**src/hw/rtl/ts_packetizer_top_assert.svh**
```systemverilog
// Assertion macros for the packetizer RTL, included by tsp_back; they expect signals named clock and reset.
`ifndef TS_PACKETIZER_TOP_ASSERT_SVH
`define TS_PACKETIZER_TOP_ASSERT_SVH

// A property checked at every rising clock edge outside reset.
`define TSP_ASSERT(lbl, prop, msg) \
   lbl: assert property (@(posedge clock) disable iff (reset) (prop)) else $error(msg);

// A condition that must never hold outside reset.
`define TSP_ASSERT_NEVER(lbl, cond, msg) \
   `TSP_ASSERT(lbl, !(cond), msg)

`endif

```
**src/hw/rtl/tsp_pkg.sv**
```systemverilog
// Shared types and constants of the transport stream packetizer.
`timescale 1ns / 1ps
package tsp_pkg;

   localparam int BYTE_W          = 8;
   localparam int PID_W           = 13;
   localparam int CC_W            = 4;
   localparam int HEADER_BYTES    = 4;
   localparam int PACKET_SIZE_DEF = 188;
   localparam int QUEUE_DEPTH_DEF = 4;

   localparam logic [BYTE_W-1:0] SYNC_BYTE    = 8'h47;
   localparam logic [3:0]        PAYLOAD_ONLY = 4'h1;
   localparam logic [PID_W-1:0]  PID_RESET    = 13'h1100;

   // One classified payload byte, with the header it needs if it opens a packet.
   typedef struct packed {
      logic              hdr;
      logic [BYTE_W-1:0] hdr_flags;
      logic [BYTE_W-1:0] hdr_pid;
      logic [BYTE_W-1:0] hdr_cc;
      logic [BYTE_W-1:0] data;
      logic              last;
   } tsp_entry_type;

   // Head of the queue as seen by the back end.
   typedef struct packed {
      logic          valid;
      tsp_entry_type entry;
   } tsp_head_type;

endpackage

```
**src/hw/rtl/ts_packetizer_top.sv**
```systemverilog
// Top level of the transport stream packetizer.
// Path: a payload byte that needs no header passes through a queue slot and then the output
// register; a byte that opens a packet follows its four header bytes, one per cycle.
// Throughput: one result byte per cycle while the consumer pops, set by the single output
// register; the input takes one byte per cycle until the queue fills while a header goes out.
// Reset: synchronous and active high; it empties the queue, restores identifier 0x1100.
`timescale 1ns / 1ps
module ts_packetizer_top #(
   parameter int PACKET_SIZE = tsp_pkg::PACKET_SIZE_DEF,  // 8 to 255
   parameter int QUEUE_DEPTH = tsp_pkg::QUEUE_DEPTH_DEF   // 2 or more
) (
   input  logic                       clock,
   input  logic                       reset,
   input  logic                       req_push,
   output logic                       req_full,
   input  logic [tsp_pkg::BYTE_W-1:0] req_data_byte,
   input  logic                       req_stream_end,
   output logic                       rsp_empty,
   input  logic                       rsp_pop,
   output logic [tsp_pkg::BYTE_W-1:0] rsp_out_byte,
   output logic                       rsp_packet_last,
   input  logic                       csr_valid,
   output logic                       csr_ready,
   input  logic [tsp_pkg::PID_W-1:0]  csr_data
);

   tsp_pkg::tsp_entry_type entry;
   tsp_pkg::tsp_head_type  head;
   logic                   accept;
   logic                   head_pop;
   logic                   out_valid;

   // The identifier register can always take a transfer; a new value reaches the next
   // header the front end builds.
   assign csr_ready = 1'b1;

   // A byte is taken whenever the queue has room, whatever the back end is doing.
   assign accept = req_push && !req_full;

   // The front end classifies each byte as it arrives: whether it opens a packet, whether
   // it closes one, and what the header of a new packet holds.
   tsp_front #(
      .PACKET_SIZE (PACKET_SIZE)
   ) u_front (
      .clock      (clock),
      .reset      (reset),
      .accept     (accept),
      .data_byte  (req_data_byte),
      .stream_end (req_stream_end),
      .csr_write  (csr_valid && csr_ready),
      .csr_data   (csr_data),
      .entry      (entry)
   );

   // The queue lets the front end keep accepting while the back end sends a header.
   tsp_queue #(
      .DEPTH (QUEUE_DEPTH)
   ) u_queue (
      .clock      (clock),
      .reset      (reset),
      .push       (req_push),
      .push_entry (entry),
      .full       (req_full),
      .pop        (head_pop),
      .head       (head)
   );

   // The back end turns each entry into one or five result bytes, holding each in an
   // output register that refills in the same cycle as the consumer's transfer.
   tsp_back u_back (
      .clock     (clock),
      .reset     (reset),
      .head      (head),
      .head_pop  (head_pop),
      .out_valid (out_valid),
      .out_pop   (rsp_pop),
      .out_byte  (rsp_out_byte),
      .out_last  (rsp_packet_last)
   );

   assign rsp_empty = !out_valid;

endmodule

```
**src/hw/rtl/tsp_front.sv**
```systemverilog
// Front end: holds the packet identifier, tracks packet position and builds header fields.
`timescale 1ns / 1ps
module tsp_front #(
   parameter int PACKET_SIZE = tsp_pkg::PACKET_SIZE_DEF
) (
   input  logic                      clock,
   input  logic                      reset,
   input  logic                      accept,
   input  logic [tsp_pkg::BYTE_W-1:0] data_byte,
   input  logic                      stream_end,
   input  logic                      csr_write,
   input  logic [tsp_pkg::PID_W-1:0] csr_data,
   output tsp_pkg::tsp_entry_type    entry
);

   localparam int PAYLOAD = PACKET_SIZE - tsp_pkg::HEADER_BYTES;
   localparam int POS_W   = $clog2(PAYLOAD + 1);

   logic [tsp_pkg::PID_W-1:0] pid_ff, pid_in;
   logic [POS_W-1:0]          pos_ff, pos_in, pos_next;
   logic [tsp_pkg::CC_W-1:0]  cc_ff, cc_in;
   logic                      first_ff, first_in;
   logic                      opens;

   always_comb begin
      opens    = (pos_ff == '0);
      pos_next = pos_ff + 1'b1;

      entry.hdr       = opens;
      entry.hdr_flags = {1'b0, first_ff, 1'b0, pid_ff[12:8]};
      entry.hdr_pid   = pid_ff[7:0];
      entry.hdr_cc    = {tsp_pkg::PAYLOAD_ONLY, cc_ff};
      entry.data      = data_byte;
      entry.last      = stream_end || (pos_next == POS_W'(PAYLOAD));

      pid_in   = csr_write ? csr_data : pid_ff;
      pos_in   = pos_ff;
      cc_in    = cc_ff;
      first_in = first_ff;
      if (accept) begin
         pos_in = entry.last ? '0 : pos_next;
         if (opens) begin
            cc_in    = cc_ff + 1'b1;
            first_in = 1'b0;
         end
      end
   end

   always_ff @(posedge clock) begin
      if (reset) begin
         pid_ff   <= tsp_pkg::PID_RESET;
         pos_ff   <= '0;
         cc_ff    <= '0;
         first_ff <= 1'b1;
      end else begin
         pid_ff   <= pid_in;
         pos_ff   <= pos_in;
         cc_ff    <= cc_in;
         first_ff <= first_in;
      end
   end

endmodule

```
**src/hw/rtl/tsp_queue.sv**
```systemverilog
// Short register queue that decouples the front end from the back end.
`timescale 1ns / 1ps
module tsp_queue #(
   parameter int DEPTH = tsp_pkg::QUEUE_DEPTH_DEF
) (
   input  logic                   clock,
   input  logic                   reset,
   input  logic                   push,
   input  tsp_pkg::tsp_entry_type push_entry,
   output logic                   full,
   input  logic                   pop,
   output tsp_pkg::tsp_head_type  head
);

   localparam int PTR_W = $clog2(DEPTH);
   localparam int CNT_W = $clog2(DEPTH + 1);

   tsp_pkg::tsp_entry_type slot_ff [DEPTH];
   logic [PTR_W-1:0] wr_ff, wr_in, rd_ff, rd_in;
   logic [CNT_W-1:0] cnt_ff, cnt_in;
   logic             do_push, do_pop;

   always_comb begin
      full       = (cnt_ff == CNT_W'(DEPTH));
      head.valid = (cnt_ff != '0);
      head.entry = slot_ff[rd_ff];
      do_push    = push && !full;
      do_pop     = pop && head.valid;

      wr_in = wr_ff;
      if (do_push) begin
         wr_in = (wr_ff == PTR_W'(DEPTH - 1)) ? '0 : wr_ff + 1'b1;
      end
      rd_in = rd_ff;
      if (do_pop) begin
         rd_in = (rd_ff == PTR_W'(DEPTH - 1)) ? '0 : rd_ff + 1'b1;
      end
      cnt_in = cnt_ff + CNT_W'(do_push) - CNT_W'(do_pop);
   end

   always_ff @(posedge clock) begin
      if (reset) begin
         wr_ff  <= '0;
         rd_ff  <= '0;
         cnt_ff <= '0;
      end else begin
         wr_ff  <= wr_in;
         rd_ff  <= rd_in;
         cnt_ff <= cnt_in;
      end
   end

   always_ff @(posedge clock) begin
      if (do_push) begin
         slot_ff[wr_ff] <= push_entry;
      end
   end

endmodule

```
**src/hw/rtl/tsp_back.sv**
```systemverilog
// Back end: expands queued entries into header and payload bytes in an output register.
`timescale 1ns / 1ps
`include "ts_packetizer_top_assert.svh"
module tsp_back (
   input  logic                       clock,
   input  logic                       reset,
   input  tsp_pkg::tsp_head_type      head,
   output logic                       head_pop,
   output logic                       out_valid,
   input  logic                       out_pop,
   output logic [tsp_pkg::BYTE_W-1:0] out_byte,
   output logic                       out_last
);

   localparam logic [2:0] PH_SYNC  = 3'd0;
   localparam logic [2:0] PH_FLAGS = 3'd1;
   localparam logic [2:0] PH_PID   = 3'd2;
   localparam logic [2:0] PH_CC    = 3'd3;
   localparam logic [2:0] PH_DATA  = 3'd4;

   logic [2:0]                phase_ff, phase_in;
   logic                      valid_ff, valid_in;
   logic [tsp_pkg::BYTE_W-1:0] byte_ff, byte_in;
   logic                      last_ff, last_in;
   logic                      load, emit_data;

   always_comb begin
      load      = head.valid && (!valid_ff || out_pop);
      emit_data = !head.entry.hdr || (phase_ff == PH_DATA);
      head_pop  = load && emit_data;

      unique case (phase_ff)
         PH_SYNC:  byte_in = tsp_pkg::SYNC_BYTE;
         PH_FLAGS: byte_in = head.entry.hdr_flags;
         PH_PID:   byte_in = head.entry.hdr_pid;
         PH_CC:    byte_in = head.entry.hdr_cc;
         default:  byte_in = head.entry.data;
      endcase
      if (emit_data) begin
         byte_in = head.entry.data;
      end
      last_in = emit_data && head.entry.last;

      valid_in = valid_ff;
      phase_in = phase_ff;
      if (load) begin
         valid_in = 1'b1;
         phase_in = emit_data ? PH_SYNC : phase_ff + 1'b1;
      end else if (out_pop) begin
         valid_in = 1'b0;
      end
   end

   always_ff @(posedge clock) begin
      if (reset) begin
         valid_ff <= 1'b0;
         phase_ff <= PH_SYNC;
      end else begin
         valid_ff <= valid_in;
         phase_ff <= phase_in;
      end
   end

   always_ff @(posedge clock) begin
      if (load) begin
         byte_ff <= byte_in;
         last_ff <= last_in;
      end
   end

   assign out_valid = valid_ff;
   assign out_byte  = byte_ff;
   assign out_last  = last_ff;

   `TSP_ASSERT_NEVER(a_phase_range, phase_ff > PH_DATA, "header phase out of range")
   `TSP_ASSERT(a_head_held, (phase_ff != PH_SYNC) |-> head.valid, "entry left mid-header")
   `TSP_ASSERT(a_hdr_not_last, (load && !emit_data) |=> !last_ff, "last flag on a header byte")

endmodule
```
**config.mk**
```make
export PLATFORM = sky130hd
export DESIGN_NAME = ts_packetizer_top
export DESIGN_NICKNAME = d
export VERILOG_FILES = /design/src/hw/rtl/tsp_pkg.sv /design/src/hw/rtl/ts_packetizer_top.sv /design/src/hw/rtl/tsp_front.sv /design/src/hw/rtl/tsp_queue.sv /design/src/hw/rtl/tsp_back.sv
export VERILOG_INCLUDE_DIRS = /design/src /design/src/hw/rtl
export SDC_FILE = /design/constraint.sdc
export NUM_CORES = 1
export LEC_CHECK = 0
export ABC_CLOCK_PERIOD_IN_PS = 6000
export BUFFER_PORTS_ARGS = -buffer_cell sky130_fd_sc_hd__buf_2
export CORE_MARGIN = 2
export CORE_UTILIZATION = 37
export CTS_CLUSTER_DIAMETER = 30
export DETAILED_ROUTE_END_ITERATION = 8
export GPL_TIMING_DRIVEN = 1
export MAX_ROUTING_LAYER = met4
export SETUP_SLACK_MARGIN = 0.15
export SYNTH_ARGS = -nofsm -noshare
export SYNTH_HDL_FRONTEND = slang
export SYNTH_SLANG_ARGS = --single-unit
```
**constraint.sdc**
```tcl
create_clock -name clock -period 6 [get_ports clock]
set_input_delay 0.9 -clock clock [delete_from_list [all_inputs] [get_ports clock]]
set_output_delay 0.9 -clock clock [all_outputs]
set_load 0.01 [all_outputs]
```
==> impl_metrics.py, run 1 <==
metrics = {
    "synth": {
        "synth_cell_types": 55,
        "ys_dominant_reg_cell": "edfxtp_1",
        "synthesis.area_mm2": 0.00645,
        "syn_nets": 451,
        "async_flop_share_pct": 0,
        "syn_inst": 409,
        "synth_area_per_cell_um2": 15.8,
        "ys_seq_area_share_pct": 68.5,
        "synth_edf_count": 121,
        "synth-seq-cells": 160,
        "ys.warnings.count": 0,
    },
    "place": {
        "placed_cell_area_mm2": 0.00686,
        "gp_congestion": 0.741,
        "port_buffers": 37,
        "hpwl_um": 7220,
        "post-place-ws_ns": 2.65,
    },
    "grt": {
        "grt.total_usage_pct": 14.5,
        "grt_overflow": 0,
        "antenna_found_initial": 0,
        "grt_max_degree": 41,
        "grt_pass1_wl_um": 19200,
        "grt_pass1_vias": 3474,
    },
    "clock_tree": {
        "htreeDepth": 4,
        "cts_tree": "done",
        "cts_root_buf": "clkbuf_16",
        "clkSlewWorstSetupHoldPaths_ns": 0.06,
        "cts_max_path_buffers": 2,
        "cts.sinks": 160,
        "insertion_delay_ns": 0.42,
        "postCtsSetupRepairBufs": 0,
        "cts_buffers": 17,
        "cts_hold_buffers": 0,
        "cts_resized": 0,
    },
    "layout": {
        "fin_area_mm2": 0.00743,
        "mostFrequentLayoutCells": "edfxtp_1, dfxtp_1, nor2_1, buf_2, mux4_2",
        "syn2layout_area_growth_pct": 15.2,
        "final_nets": 494,
        "diodes": 0,
        "final_layout_size_suffix_gt1_share_pct": 23.0,
        "mostFrequentLayoutCell": "edfxtp_1",
    },
    "floorplanning": {
        "core-area_mm2": 0.0172,
        "io_pins": 39,
        "dieWidth_um": 136,
        "die-area_mm2": 0.0185,
        "start_util_pct": 37.5,
        "die_y_um": 136,
        "rows": 48,
    },
    "sta": {
        "finalCritPeriodShare_pct": 54.1,
        "setup_tns_ns": 0,
        "grt_setup_unrepaired": "no",
        "layout_min_cycle_time_ns": 3.25,
        "timing.fmax_mhz": 308,
        "hold_viol": 0,
        "finClkSkew_ns": 0.00852,
        "setup_viol": 0,
        "slew_headroom_pct": 33.2,
        "finalWorstSetupSlack_ns": 2.75,
        "fin_hold_ws_ns": 0.484,
        "tightest_slew_ns": 1.00,
        "report.final.slew_viol_count": 0,
    },
    "status": {
        "outcome": "finished clean",
    },
    "pwr": {
        "peakVddDrop_mv": 0.202,
        "cellLeakagePower_nw": 2.60,
        "p_total_mw": 3.07,
        "pwr_density_cell_mw_per_mm2": 413,
    },
    "drt": {
        "vias_per_cell": 4.97,
        "detail_route.wl_per_cell_um": 17.2,
        "vias": 3431,
        "drc": 0,
        "drt-initial-drc-count": 206,
        "postRouteAntennaNets": 0,
        "drtPass1Iterations": 4,
        "routed_wl_um": 11900,
    },
    "setup_path": {
        "regToRegSetupSlack_ns": 2.75,
        "worstSetupPathType": "flip-flop to flip-flop",
        "reg2reg_depth": 10,
        "cp_cell_sequence": "mux4_2 > and2_4 > nor2_4 > xor2_1 > ha_1 > inv_1 > fa_1 > xor2_1 > xnor2_1 > nor2_1",
        "critPathArrivalTime_ns": 3.52,
        "cp_common_cell": "xor2_1",
        "cpPeakStageDelay_ns": 0.99,
        "worstSetupEndpointType": "flip-flop",
        "required_ns": 6.27,
        "crit_fanout": 28,
        "cp-endpoint": "u_queue.cnt_ff[2]",
        "slowest_stage": "dfxtp_2",
        "rr_endpoint": "u_queue.cnt_ff[2]",
        "worstSetupStartpointType": "flip-flop",
    },
    "hold_path": {
        "hold_class": "flip-flop to flip-flop",
    },
    "job": {
        "drv_cap": 0,
    },
}
-- synth_stat cells (4+ instances only) --
master | count | area [um^2]
edfxtp_1 | 121 | 3630
dfxtp_1 | 39 | 781
nor2_1 | 37 | 139
mux4_2 | 25 | 563
nand2_1 | 23 | 86.3
a21oi_1 | 19 | 95.1
inv_1 | 15 | 56.3
ha_1 | 14 | 175
mux2i_1 | 14 | 140
o21ai_0 | 9 | 45.0
and2_1 | 7 | 43.8
buf_2 | 6 | 30.0
nor3_1 | 6 | 30.0
a221oi_1 | 4 | 35.0
clkbuf_1 | 4 | 15.0
-- per-layer routing --
metal  GRT usage, %  share of wire, %
met1           18.6                46
met5              -                 0
met4           6.48              0.67
met2           22.3                50
met3           2.95               3.3
-- worst max-delay path, delay by kind of cell (launching register included) --
family                   cells  cell delay, ns
adder cells (fa/ha/maj)      2            0.53
AND/OR/NAND/NOR              3            0.37
buffers and inverters        1            0.04
multiplexers                 1            0.68
XOR/XNOR                     3            0.48
flip-flops                   1            0.99
-- state kept, by name, indices dropped and copies added (netlist names), named ones only --
signal / count
u_front.first_ff: 1
u_queue.cnt_ff: 3
u_queue.slot_ff: 112
u_front.pos_ff: 8
u_front.cc_ff: 4
u_queue.rd_ff: 2
u_back.out_last: 1
u_queue.wr_ff: 2
u_back.phase_ff: 3
u_front.pid_ff: 13
u_back.out_valid: 1
u_back.out_byte: 8
-- metrics by stage --
stage          instances  util, %
3_5_place_dp         658     39.9
2_1_floorplan        409        -
3_3_place_gp         658     39.9
5_1_grt              690     43.2
6_report             690     43.2
4_1_cts              690     43.2
-- worst min-delay path by stage --
stage                     start  depth (start not counted)                to  slack (ns)
3_5_place_dp   u_back.out_valid                          2  u_back.out_valid        0.48
2_1_floorplan  u_back.out_valid                          2  u_back.out_valid        0.45
6_report       u_back.out_valid                          2  u_back.out_valid        0.48
3_3_place_gp   u_back.out_valid                          2  u_back.out_valid        0.46
5_1_grt        u_back.out_valid                          2  u_back.out_valid        0.51
4_1_cts        u_back.out_valid                          2  u_back.out_valid        0.49
-- kinds of logic (layout without fill, tap and decap cells) --
logic type               count (synthesis)  in the layout  share of synthesized area [%]
adder cells (fa/ha/maj)                 15             15                           3.03
XOR/XNOR                                 5              5                          0.679
buffers and inverters                   32             88                           2.29
AO/OA/AOI/OAI                           55             55                           5.69
multiplexers                            42             42                           12.1
other                                    1              1                         0.0582
AND/OR/NAND/NOR                         99             99                           7.67
flip-flops                             160            160                           68.5
-- final cells by class --
cell class / instances / area [um^2]
fill: 1584 / 9750
clock buffer: 20 / 437
sequential: 160 / 4420
timing repair buffer: 41 / 215
multi-input combinational: 217 / 1890
clock inverter: 12 / 134
tap: 225 / 282
inverter: 15 / 56.3
-- report_power, final --
part	switching [mW]	internal [mW]
combinational	0.315	0.252
clock	0.426	0.616
sequential	0.0921	1.36
No activity file was read; power rests on OpenSTA's default activity.
==> run 2, diff against run 1 <==
--- a/config.mk
+++ b/config.mk
@@ -6,7 +6,7 @@
 export SDC_FILE = /design/constraint.sdc
 export NUM_CORES = 1
 export LEC_CHECK = 0
-export ABC_CLOCK_PERIOD_IN_PS = 6000
+export ABC_CLOCK_PERIOD_IN_PS = 2700
 export BUFFER_PORTS_ARGS = -buffer_cell sky130_fd_sc_hd__buf_2
 export CORE_MARGIN = 2
 export CORE_UTILIZATION = 37
==> constraint.sdc (replaced) <==
create_clock -name clock -period 2.7 [get_ports clock]
set_input_delay 0.405 -clock clock [delete_from_list [all_inputs] [get_ports clock]]
set_output_delay 0.405 -clock clock [all_outputs]
set_load 0.01 [all_outputs]
==> run 2 against run 1 <==
  * Non-clock buffer count up 6
  * Sequential power increased by 120%
  * Count of clock-buffer cells in the layout decreased by 3
  * Fmax grew 36%
  * Hold slack got worse by 0.30 ns
  * Sequential cell count is the same
  * Worst setup slack lost 2.4 ns
  * Routed wire length shrank 3.4%
  * Sequential share of layout area fell by 0.82 points
  * Largest cell class unchanged
==> impl_metrics.py, run 2 (synthesis results as in run 1) <==
metrics = {
    "floorplanning": {
        "start_util_pct": 37.5,
        "core-area_mm2": 0.0172,
        "dieWidth_um": 136,
        "die-area_mm2": 0.0185,
        "rows": 48,
        "die_y_um": 136,
        "io_pins": 39,
    },
    "setup_path": {
        "slowest_stage": "mux4_2",
        "required_ns": 2.98,
        "cp_common_cell": "xor2_1",
        "crit_fanout": 3,
        "worstSetupEndpointType": "flip-flop",
        "worstSetupPathType": "flip-flop to flip-flop",
        "worstSetupStartpointType": "flip-flop",
        "critPathArrivalTime_ns": 2.67,
        "cpPeakStageDelay_ns": 0.51,
        "cp_cell_sequence": "mux4_2 > and2_4 > nor2_4 > xor2_1 > ha_1 > inv_1 > fa_1 > xor2_1 > xnor2_1 > nor2_1",
        "regToRegSetupSlack_ns": 0.31,
    },
    "clock_tree": {
        "clkSlewWorstSetupHoldPaths_ns": 0.07,
        "cts_root_buf": "clkbuf_16",
        "cts_buffers": 17,
        "insertion_delay_ns": 0.42,
        "htreeDepth": 4,
        "cts.sinks": 160,
        "cts_max_path_buffers": 2,
        "cts_tree": "done",
    },
    "drt": {
        "drtPass1Iterations": 4,
        "vias": 3486,
        "drt-initial-drc-count": 208,
        "postRouteAntennaNets": 0,
        "vias_per_cell": 5.01,
        "routed_wl_um": 11500,
        "detail_route.wl_per_cell_um": 16.5,
        "drc": 0,
    },
    "grt": {
        "grt_pass1_vias": 3559,
        "grt_max_degree": 41,
        "grt_overflow": 0,
        "grt_pass1_wl_um": 18400,
        "grt.total_usage_pct": 13.8,
        "antenna_found_initial": 0,
    },
    "sta": {
        "report.final.slew_viol_count": 0,
        "slew_headroom_pct": 49.5,
        "finalCritPeriodShare_pct": 88.5,
        "setup_tns_ns": 0,
        "timing.fmax_mhz": 418,
        "tightest_slew_ns": 0.758,
        "setup_viol": 0,
        "hold_viol": 0,
        "layout_min_cycle_time_ns": 2.39,
        "grt_setup_unrepaired": "no",
        "finClkSkew_ns": 0.00873,
    },
    "hold_path": {
        "hold_class": "input port to flip-flop",
    },
    "status": {
        "outcome": "finished clean",
    },
    "place": {
        "place_inst": 664,
        "gp_congestion": 0.806,
        "port_buffers": 37,
        "hpwl_um": 7100,
        "placed_cell_area_mm2": 0.00695,
    },
    "pwr": {
        "cellLeakagePower_nw": 2.65,
        "pwr_density_cell_mw_per_mm2": 910,
        "p_total_mw": 6.85,
        "peakVddDrop_mv": 0.477,
    },
    "layout": {
        "mostFrequentLayoutCell": "edfxtp_1",
        "fin_area_mm2": 0.00753,
        "final_layout_size_suffix_gt1_share_pct": 24.6,
        "fillers": 1552,
        "diodes": 0,
        "syn2layout_area_growth_pct": 16.8,
        "layout.cells.non_filler": 696,
        "reg.largest.list": "u_queue.slot_ff (112), u_front.pid_ff (13)",
        "largest-register": "u_queue.slot_ff",
        "largest_reg_flops": 112,
        "mostFrequentLayoutCells": "edfxtp_1, dfxtp_1, nor2_1, buf_2, mux4_2",
        "final_nets": 500,
    },
    "job": {
        "drv_cap": 0,
    },
}
run 2: area by class of cell:
cell class,count,area [um^2],share of cell area (%)
repair buffers,47,310,4.12
well taps,225,282,3.74
multi-input cells,217,1890,25.1
inverters,15,56.3,0.748
flip-flops and latches,160,4420,58.6
clock buffers,17,425,5.65
clock inverters,15,153,2.03
run 2: critical path, delay by kind of cell, from the launching register on:
kind	cells	cell delay, ns
xor+xnor	3	0.48
buf+inv	1	0.05
simple gates	3	0.34
fa+ha+maj	2	0.53
flops	1	0.34
mux	1	0.51
run 2: timing repair:
action | 4_1_cts | 5_1_grt
setup buffers | 0 | 0
resized for setup | 0 | 1
setup endpoints to repair | 0 | 1
hold buffers | 0 | 0
run 2: routing by layer:
layer | up-vias | global-route usage, % | wire [um]
li1 | 1666 | - | -
met1 | 1733 | 17.0 | 5210
met2 | 66 | 21.7 | 5540
met3 | 21 | 3.32 | 442
met4 | 0 | 6.37 | 289
met5 | - | - | 0
run 2: power breakdown:
group / internal, mW / switching, mW / leakage (nW)
registers: 3.03 / 0.135 / 1.44
clock network: 1.30 / 1.01 / 0.285
logic: 0.614 / 0.766 / 0.916
total: 4.94 / 1.91 / 2.65
run 2: worst paths after layout:
path / start / end / cells after the start
setup reg to reg: flip-flop / u_queue.cnt_ff[2] / 10
hold / removal: csr_data[12] / u_front.pid_ff[12] / 2
hold reg to reg: u_back.out_valid / u_back.out_valid / 2
setup / recovery: flip-flop / u_queue.cnt_ff[2] / 10
run 2: metrics by stage:
| stage | worst slack, ns | utilization, % | hold slack, ns |
|---|---|---|---|
| finish | 0.309 | 43.8 | 0.185 |
| global route | 0.198 | 43.8 | 0.176 |
| CTS | 0.249 | 43.8 | 0.171 |
| detailed placement | 0.271 | 40.5 | 0.466 |
| global placement | 0.370 | 40.5 | 0.458 |
| floorplan | 0.241 | - | 0.446 |
